`config.mk`:
```
export PLATFORM = sky130hd
export DESIGN_NAME = pack_weights_1x1_blocked_top
export DESIGN_NICKNAME = d
export VERILOG_FILES = /design/src/sv/pwb_pkg.sv /design/src/sv/pack_weights_1x1_blocked_top.sv /design/src/sv/pwb_walk.sv
export SDC_FILE = /design/constraint.sdc
export NUM_CORES = 1
export LEC_CHECK = 0
export BUFFER_PORTS_ARGS = -buffer_cell sky130_fd_sc_hd__buf_2
export CORE_MARGIN = 3
export CORE_UTILIZATION = 60
export DETAILED_ROUTE_END_ITERATION = 8
export PLACE_DENSITY = 0.78
export SLEW_MARGIN = 20
export SYNTH_ARGS = -nofsm -noshare
export SYNTH_HDL_FRONTEND = slang
export SYNTH_SLANG_ARGS = --single-unit
```
`constraint.sdc`:
```
create_clock -name clk -period 13.1 [get_ports clk]
set_clock_uncertainty 0.15 [all_clocks]
set_input_delay 1.965 -clock clk [delete_from_list [all_inputs] [get_ports clk]]
set_output_delay 1.965 -clock clk [all_outputs]
set_load 0.02 [all_outputs]
```
`src/sv/pwb_pkg.sv`:
```
// ----------------------------------------------------------------------------
// pwb_pkg
// shared widths, register indexes and the walk position type for the
// blocked 1x1 weight packing address generator
// ----------------------------------------------------------------------------
package pwb_pkg;

    // channel counts and positions
    localparam int CH_W   = 13;
    // channel sums that may pass the largest count
    localparam int EXT_W  = CH_W + 1;
    // largest value a channel register can hold
    localparam int CH_MAX = (2 ** CH_W) - 1;
    // lane within a group, groups hold at most 64 lanes
    localparam int LANE_W = 6;
    // source and destination index width
    localparam int IDX_W  = 24;
    // configuration index width
    localparam int CFG_W  = 1;

    // configuration register indexes
    localparam logic [CFG_W-1:0] REG_OUT_CHANNELS = 1'd0;
    localparam logic [CFG_W-1:0] REG_IN_CHANNELS  = 1'd1;

    // position of the walk through the blocked order
    typedef struct packed {
        logic [CH_W-1:0]   in_block_base;
        logic [CH_W-1:0]   out_block_base;
        logic [CH_W-1:0]   group_base;
        logic [CH_W-1:0]   channel_pos;
        logic [LANE_W-1:0] lane_pos;
    } pwb_pos_t;

endpackage

```
`src/sv/pack_weights_1x1_blocked_top.sv`:
```
// ----------------------------------------------------------------------------
// pack_weights_1x1_blocked_top
// address generator for repacking 1x1 convolution weights into blocked order
// ----------------------------------------------------------------------------
// Usage:
//   s_* channel: one request per element; s_tdata[0] is restart. A request
//   with restart set begins a new pass at element zero using the channel
//   counts on the cfg channel, a request with restart clear steps the pass.
//   m_* channel: one result per request. m_tdata holds source and destination
//   index, m_tlast marks the final element, m_tuser[0] is set when the
//   result holds an element (clear when no pass is running).
//   cfg channel: writes the output and input channel counts; always ready.
//   Counts are latched at restart, so a write takes effect at the next pass.
// Timing:
//   the result of a request is registered and appears in the cycle after it is taken; one request per
//   cycle sustained while m_tready is high. The whole step (walk carry chain plus one 13x13 multiply
//   for the source index) sits between the position registers and the result register.
// Reset:
//   no pass running, both channel counts 1, no result held.
// Stall:
//   while m_tready is low the result register holds and s_tready drops once
//   it is full; a request is taken in the same cycle a result leaves.
// ----------------------------------------------------------------------------
module pack_weights_1x1_blocked_top #(
    parameter int MAX_CHANNELS = 4096,
    parameter int OUT_BLOCK    = 64,
    parameter int IN_BLOCK     = 128,
    parameter int GROUP_SIZE   = 12
) (
    input  logic                          clk,
    input  logic                          rst_n,
    // request stream
    input  logic                          s_tvalid,
    output logic                          s_tready,
    input  logic [7:0]                    s_tdata,    // [0] restart, [7:1] zero
    // result stream
    output logic                          m_tvalid,
    input  logic                          m_tready,
    output logic [2*pwb_pkg::IDX_W-1:0]   m_tdata,    // [23:0] source_index, [47:24] dest_index
    output logic                          m_tlast,
    output logic [0:0]                    m_tuser,    // [0] valid_res
    // configuration writes
    input  logic                          cfg_valid,
    output logic                          cfg_ready,
    input  logic [pwb_pkg::CFG_W-1:0]     cfg_index,
    input  logic [pwb_pkg::CH_W-1:0]      cfg_data
);

    localparam int MAX_CLIP = (MAX_CHANNELS > pwb_pkg::CH_MAX) ? pwb_pkg::CH_MAX : MAX_CHANNELS;
    localparam logic [pwb_pkg::CH_W-1:0] CLIP = pwb_pkg::CH_W'(MAX_CLIP);

    logic [pwb_pkg::CH_W-1:0]  out_channels_reg;
    logic [pwb_pkg::CH_W-1:0]  in_channels_reg;
    logic [pwb_pkg::CH_W-1:0]  pass_out_reg;
    logic [pwb_pkg::CH_W-1:0]  pass_in_reg;
    logic [pwb_pkg::CH_W-1:0]  pass_out_next;
    logic [pwb_pkg::CH_W-1:0]  pass_in_next;
    pwb_pkg::pwb_pos_t         pos_reg;
    pwb_pkg::pwb_pos_t         pos_cur;
    pwb_pkg::pwb_pos_t         pos_walk;
    pwb_pkg::pwb_pos_t         pos_next;
    logic [pwb_pkg::IDX_W-1:0] write_pos_reg;
    logic [pwb_pkg::IDX_W-1:0] write_cur;
    logic                      running_reg;
    logic                      running_cur;
    logic                      running_next;
    logic                      more;
    logic                      restart;
    logic                      accept;
    logic [pwb_pkg::CH_W-1:0]  row;
    logic [2*pwb_pkg::CH_W-1:0] src_full;

    logic                      out_valid_reg;
    logic [pwb_pkg::IDX_W-1:0] src_reg;
    logic [pwb_pkg::IDX_W-1:0] dst_reg;
    logic                      last_reg;
    logic                      valid_res_reg;

    // handshakes
    assign restart   = s_tdata[0];
    assign s_tready  = !out_valid_reg || m_tready;
    assign accept    = s_tvalid && s_tready;
    assign cfg_ready = 1'b1;

    // configuration registers
    always_ff @(posedge clk or negedge rst_n)
    begin
        if (!rst_n)
        begin
            out_channels_reg <= pwb_pkg::CH_W'(1);
            in_channels_reg  <= pwb_pkg::CH_W'(1);
        end
        else if (cfg_valid && cfg_ready)
        begin
            unique case (cfg_index)
                pwb_pkg::REG_OUT_CHANNELS: out_channels_reg <= cfg_data;
                pwb_pkg::REG_IN_CHANNELS:  in_channels_reg  <= cfg_data;
                default:                   ;
            endcase
        end
    end

    // restart selects a fresh pass with clipped counts
    always_comb
    begin
        if (restart)
        begin
            pass_out_next = (out_channels_reg > CLIP) ? CLIP : out_channels_reg;
            pass_in_next  = (in_channels_reg > CLIP) ? CLIP : in_channels_reg;
            pos_cur       = '0;
            write_cur     = '0;
            running_cur   = (pass_out_next != '0) && (pass_in_next != '0);
        end
        else
        begin
            pass_out_next = pass_out_reg;
            pass_in_next  = pass_in_reg;
            pos_cur       = pos_reg;
            write_cur     = write_pos_reg;
            running_cur   = running_reg;
        end
    end

    pwb_walk #(
        .OUT_BLOCK  (OUT_BLOCK),
        .IN_BLOCK   (IN_BLOCK),
        .GROUP_SIZE (GROUP_SIZE)
    ) u_walk (
        .pos      (pos_cur),
        .pass_out (pass_out_next),
        .pass_in  (pass_in_next),
        .pos_next (pos_walk),
        .more     (more)
    );

    // hold position when idle
    always_comb
    begin
        pos_next     = running_cur ? pos_walk : pos_cur;
        running_next = running_cur && more;
    end

    // source index: (group_base + lane) * in_channels + channel
    always_comb
    begin
        row      = pos_cur.group_base + pwb_pkg::CH_W'(pos_cur.lane_pos);
        src_full = (2*pwb_pkg::CH_W)'(row) * (2*pwb_pkg::CH_W)'(pass_in_next)
                   + (2*pwb_pkg::CH_W)'(pos_cur.channel_pos);
    end

    // walk state
    always_ff @(posedge clk or negedge rst_n)
    begin
        if (!rst_n)
        begin
            pass_out_reg  <= '0;
            pass_in_reg   <= '0;
            pos_reg       <= '0;
            write_pos_reg <= '0;
            running_reg   <= 1'b0;
        end
        else if (accept)
        begin
            pass_out_reg  <= pass_out_next;
            pass_in_reg   <= pass_in_next;
            pos_reg       <= pos_next;
            write_pos_reg <= running_cur ? (write_cur + pwb_pkg::IDX_W'(1)) : write_cur;
            running_reg   <= running_next;
        end
    end

    // result valid
    always_ff @(posedge clk or negedge rst_n)
    begin
        if (!rst_n)
        begin
            out_valid_reg <= 1'b0;
        end
        else if (s_tready)
        begin
            out_valid_reg <= s_tvalid;
        end
    end

    // result payload
    always_ff @(posedge clk)
    begin
        if (accept)
        begin
            src_reg       <= running_cur ? src_full[pwb_pkg::IDX_W-1:0] : '0;
            dst_reg       <= running_cur ? write_cur : '0;
            last_reg      <= running_cur && !more;
            valid_res_reg <= running_cur;
        end
    end

    assign m_tvalid   = out_valid_reg;
    assign m_tdata    = {dst_reg, src_reg};
    assign m_tlast    = last_reg;
    assign m_tuser[0] = valid_res_reg;

    // last only on a real element
    assert property (@(posedge clk) disable iff (!rst_n)
        m_tvalid && m_tlast |-> m_tuser[0])
        else $error("last set on an idle result");

    // idle results carry zero indexes
    assert property (@(posedge clk) disable iff (!rst_n)
        m_tvalid && !m_tuser[0] |-> m_tdata == '0)
        else $error("idle result with nonzero indexes");

    // a step with no pass running gives an idle result
    assert property (@(posedge clk) disable iff (!rst_n)
        accept && !restart && !running_reg |=> m_tvalid && !m_tuser[0])
        else $error("element produced without a running pass");

    // lane stays inside its group
    assert property (@(posedge clk) disable iff (!rst_n)
        pwb_pkg::EXT_W'(pos_reg.lane_pos) < pwb_pkg::EXT_W'(GROUP_SIZE))
        else $error("lane position beyond group size");

endmodule

```
`src/sv/pwb_walk.sv`:
```
// ----------------------------------------------------------------------------
// pwb_walk
// next position of the blocked walk: lane, then input channel, then group,
// then output block, then input block
// ----------------------------------------------------------------------------
module pwb_walk #(
    parameter int OUT_BLOCK  = 64,
    parameter int IN_BLOCK   = 128,
    parameter int GROUP_SIZE = 12
) (
    input  pwb_pkg::pwb_pos_t              pos,
    input  logic [pwb_pkg::CH_W-1:0]       pass_out,
    input  logic [pwb_pkg::CH_W-1:0]       pass_in,
    output pwb_pkg::pwb_pos_t              pos_next,
    output logic                           more
);

    localparam logic [pwb_pkg::EXT_W-1:0] OB = pwb_pkg::EXT_W'(OUT_BLOCK);
    localparam logic [pwb_pkg::EXT_W-1:0] IB = pwb_pkg::EXT_W'(IN_BLOCK);
    localparam logic [pwb_pkg::EXT_W-1:0] GS = pwb_pkg::EXT_W'(GROUP_SIZE);

    logic [pwb_pkg::EXT_W-1:0] po_x;
    logic [pwb_pkg::EXT_W-1:0] pi_x;
    logic [pwb_pkg::EXT_W-1:0] blk_rem;
    logic [pwb_pkg::EXT_W-1:0] blk_end;
    logic [pwb_pkg::EXT_W-1:0] grp_span;
    logic [pwb_pkg::EXT_W-1:0] grp_len;
    logic [pwb_pkg::EXT_W-1:0] in_end_raw;
    logic [pwb_pkg::EXT_W-1:0] in_end;
    logic [pwb_pkg::EXT_W-1:0] lane_inc;
    logic [pwb_pkg::EXT_W-1:0] chan_inc;
    logic [pwb_pkg::EXT_W-1:0] group_inc;

    // block and group extents at the current position
    always_comb
    begin
        po_x       = {1'b0, pass_out};
        pi_x       = {1'b0, pass_in};
        blk_rem    = po_x - {1'b0, pos.out_block_base};
        blk_end    = {1'b0, pos.out_block_base} + ((blk_rem < OB) ? blk_rem : OB);
        grp_span   = blk_end - {1'b0, pos.group_base};
        grp_len    = (grp_span < GS) ? grp_span : GS;
        in_end_raw = {1'b0, pos.in_block_base} + IB;
        in_end     = (in_end_raw < pi_x) ? in_end_raw : pi_x;
        lane_inc   = pwb_pkg::EXT_W'(pos.lane_pos) + pwb_pkg::EXT_W'(1);
        chan_inc   = {1'b0, pos.channel_pos} + pwb_pkg::EXT_W'(1);
        group_inc  = {1'b0, pos.group_base} + grp_len;
    end

    // carry through the nested counters
    always_comb
    begin
        pos_next = pos;
        more     = 1'b1;
        if (lane_inc < grp_len)
        begin
            pos_next.lane_pos = lane_inc[pwb_pkg::LANE_W-1:0];
        end
        else
        begin
            pos_next.lane_pos = '0;
            if (chan_inc < in_end)
            begin
                pos_next.channel_pos = chan_inc[pwb_pkg::CH_W-1:0];
            end
            else
            begin
                pos_next.channel_pos = pos.in_block_base;
                if (group_inc < blk_end)
                begin
                    pos_next.group_base = group_inc[pwb_pkg::CH_W-1:0];
                end
                else if (blk_end < po_x)
                begin
                    pos_next.out_block_base = blk_end[pwb_pkg::CH_W-1:0];
                    pos_next.group_base     = blk_end[pwb_pkg::CH_W-1:0];
                end
                else
                begin
                    pos_next.out_block_base = '0;
                    pos_next.group_base     = '0;
                    if (in_end < pi_x)
                    begin
                        pos_next.in_block_base = in_end[pwb_pkg::CH_W-1:0];
                        pos_next.channel_pos   = in_end[pwb_pkg::CH_W-1:0];
                    end
                    else
                    begin
                        pos_next.in_block_base = '0;
                        pos_next.channel_pos   = '0;
                        more                   = 1'b0;
                    end
                end
            end
        end
    end

endmodule

```
==> impl_results.md <==
- Outcome: finished, final reports clean
- Slew Limit Headroom: a little under two fifths
- Sequential fraction of the synthesis area: approximately 25%
- Clk buf depth: 2
- Largest net degree at the start of global routing: between 70 and 80
- Register bit count reported by yosys: between 150 and 200
- Routed Antenna Nets: 0
- Register-to-Register Path Depth: between 50 and 60
- Max IR drop VDD: between 100 and 150 uV
- Synthesis-to-layout area growth: 14.3%
- Family with the most delay on the worst path: simple AND/OR/NAND/NOR gates
- Die Y: approximately 190 um
- First-pass GRT wire length: about 87,000 um
- Crit path kind: in2reg
- Worst Path Buf+Inv: 4
- Endpoint of the worst hold path: pos_reg[17]
- Syn avg cell area: between 8 and 9 um^2
- Worst Tran Pin Value: 0.927 ns
- Row Count: 65
- Fin crit share: a little over nine tenths
- P_int: between 1 and 1.5 mW
- HPWL after DPL: about 40,000 um
- Final design utilization: 70.3%
- Number of diodes: 0
- Synth warn: 0
- Seq pwr share: 30.7%
- CP Launch Point: s_tdata[0]
- Final WL: approximately 53,000 um
- Post-synth top area share: between 15 and 20%
- Worst-Skew Late Latency: 0.47 ns
- Top post-synthesis cells by count: inv_1, nand2_1, ha_1
- Number of synthesized flops with an enable pin: 50
- GRT Overall Usage: around 30%
- Crit-path max FO: 17
- Wire length per cell: 18.8 um
- WP data arrival: ~13 ns
- NetSw: around 0.90 mW
- Final Critical Period: between 10 and 15 ns
- Initial core utilization: 61.5%
- Crit-path slowest cell: or4_4
- DRC viols: 0
- Reg2Reg Launch Point: out_channels_reg[12]
- Place WS: -0.519 ns
- Synth async-reset ratio: roughly 73%
- H-tree depth: 4
- Pleak: 10.9 nW
- Core ar.: between 0.03 and 0.04 mm^2
- Hold crit path type: reg2reg
- Switch share: between 30% and 40%
- Area leader, netlist: dfrtp_1
- Comb power frac: approximately 44%
- Fin. Hold Viols: 0
- Cell variety after synth: 84
- R2R Setup Slk: 1.39 ns
- DRT iter0 DRCs: between 1,000 and 1,500
- Via count: approximately 17,000
- Final layout net count: ~2,800
- Placer congestion estimate: a little under 1
- Nature of the critical path endpoint: flip-flop
- Clock Power Share: approximately 26%
- FMAX: 79.4 MHz
- Count of final max-slew check failures: 0
- Hold WS: around 0.33 ns
- Worst hold stages: 2
- Number of global-route vias before repair: roughly 17,000
- Hold Crit Start: pos_reg[17]
- Cell Pwr Density: 101 mW/mm^2
- Mapped Area: 0.0197 mm^2
- Setup-failing EPs final: 0
- TritonRoute pass-1 iters: 6
- MaxCap Viol Count: 0
- # IOs: 80
- CP Launch Type: input port
- CTS buffer count: 17
- Filler cells: 2,413
- Top post-synthesis cells by area: dfrtp_1, fa_1, ha_1
- Largest register FFs: 58
- Die area: roughly 0.035 mm^2
- Grt total ovfl: 0
- Chip width: about 190 um
- Clock root buffer: clkbuf_16
- Drt via density: 5.87
- Clock-pin slew on the worst setup and hold paths: 0.08 ns
- Cells after Synth: around 2,200
- CTS tree: done
- Clk sinks: between 150 and 200
- Final worst setup slack: ~0.5 ns
- Layout cell share with drive strength beyond 1: between 10% and 20%
- Worst Path Required: ~13 ns
- Top-count cell post-synth: inv_1
- I/O Buffers: 71
- Final Power: about 2.3 mW
- Capturing point of the worst reg2reg path: pos_reg[10]
- Initial antenna violation count: 0
- CP max stage delay: around 0.57 ns
- Main synth FF type: dfrtp_1
-- layout by cell type, fill, tap and decap left out, types with 12 or more instances in the layout --
cell type	synthesis	final
nand4_1	22	22
o21ai_0	99	84
a31oi_1	14	13
edfxtp_1	50	50
or3_1	12	12
xor2_1	38	37
clkbuf_16	0	19
o21ai_1	8	18
fa_1	134	132
a21oi_1	77	70
nand2_1	235	235
dfrtp_1	134	134
ha_1	207	202
a211oi_1	14	13
nand2b_1	58	55
nor2b_1	88	85
buf_2	5	69
and2_1	48	48
o21a_1	15	14
nor3_1	35	33
nand3_1	54	54
nor2_1	152	149
inv_1	260	260
a21o_1	35	35
buf_4	1	155
conb_1	2	20
and3_1	20	20
xnor2_1	69	68
mux2i_1	19	14
mux2_2	65	65
-- layout make-up --
type                    count  area [um^2]  share of cell area (%)
clock buffers              19          475                    2.12
clock inverters            13          164                   0.730
inverters                 262          985                    4.38
multi-input cells        1698        13800                    61.5
flip-flops and latches    186         4910                    21.8
well taps                 435          544                    2.42
repair buffers            228         1570                    7.00
-- logic make-up (layout without fill, tap and decap cells) --
kind of cell	Yosys count	in the layout	synth area share [%]
muxes	84	84	4.69
DFF	186	186	25.0
xor gates and xnor gates	107	107	4.77
and+or+nand+nor	768	768	19.2
adders and majority gates	341	341	26.8
AOI/OAI and AO/OA	377	378	12.9
buffers and inverters	338	522	6.62
other	2	20	0.0382
-- worst register-to-register path, delay by kind of cell (launching register included) --
| kind | cells | cell delay [ns] |
|---|---|---|
| AND/OR/NAND/NOR | 21 | 4.11 |
| AO/OA/AOI/OAI | 25 | 3.98 |
| adder cells (fa/ha/maj) | 6 | 1.81 |
| flip-flops | 1 | 0.56 |
| XOR/XNOR | 4 | 0.45 |
| multiplexers | 2 | 0.35 |
| buffers and inverters | 1 | 0.18 |
-- per-stage QoR --
step           area (um^2)  TNS (ns)  std cells
2_1_floorplan        19900         0       2221
3_3_place_gp         21600     -3.98       2804
3_5_place_dp         21600    -18.08       2804
4_1_cts              22200         0       2836
5_1_grt              22500    -0.789       2841
6_report             22500         0       2841
-- metal layers --
| metal | routed length, um | global-route usage (%) |
|---|---|---|
| met1 | 22300 | 39.5 |
| met2 | 25800 | 51.7 |
| met3 | 3320 | 5.08 |
| met4 | 2060 | 12.2 |
| met5 | 0 | 0 |
-- how the worst max path moves through the flow --
stage | end | slack [ns] | cells past startpoint
finish | pos_reg[10] | 0.51 | 60
global route | pos_reg[6] | -0.09 | 59
CTS | pos_reg[6] | 0.02 | 59
detailed placement | pos_reg[11] | -0.52 | 58
global placement | pos_reg[11] | -0.24 | 59
floorplan | pos_reg[6] | 0.004 | 63
-- power by group through the flow --
stage	clock network [mW]	registers (mW)	logic (mW)
2_1_floorplan	0	0.706	0.625
3_3_place_gp	0	0.700	0.901
3_5_place_dp	0	0.703	0.929
4_1_cts	0.580	0.692	0.940
5_1_grt	0.604	0.700	1.10
6_report	0.576	0.694	0.991
-- timing repair --
action,CTS,global route
gates resized for setup,3,51
cloned,0,1
pin swaps,0,7
hold buffers,0,0
buffers inserted,0,4
setup endpoints to repair,14,54
No activity file was read; power rests on OpenSTA's default activity.
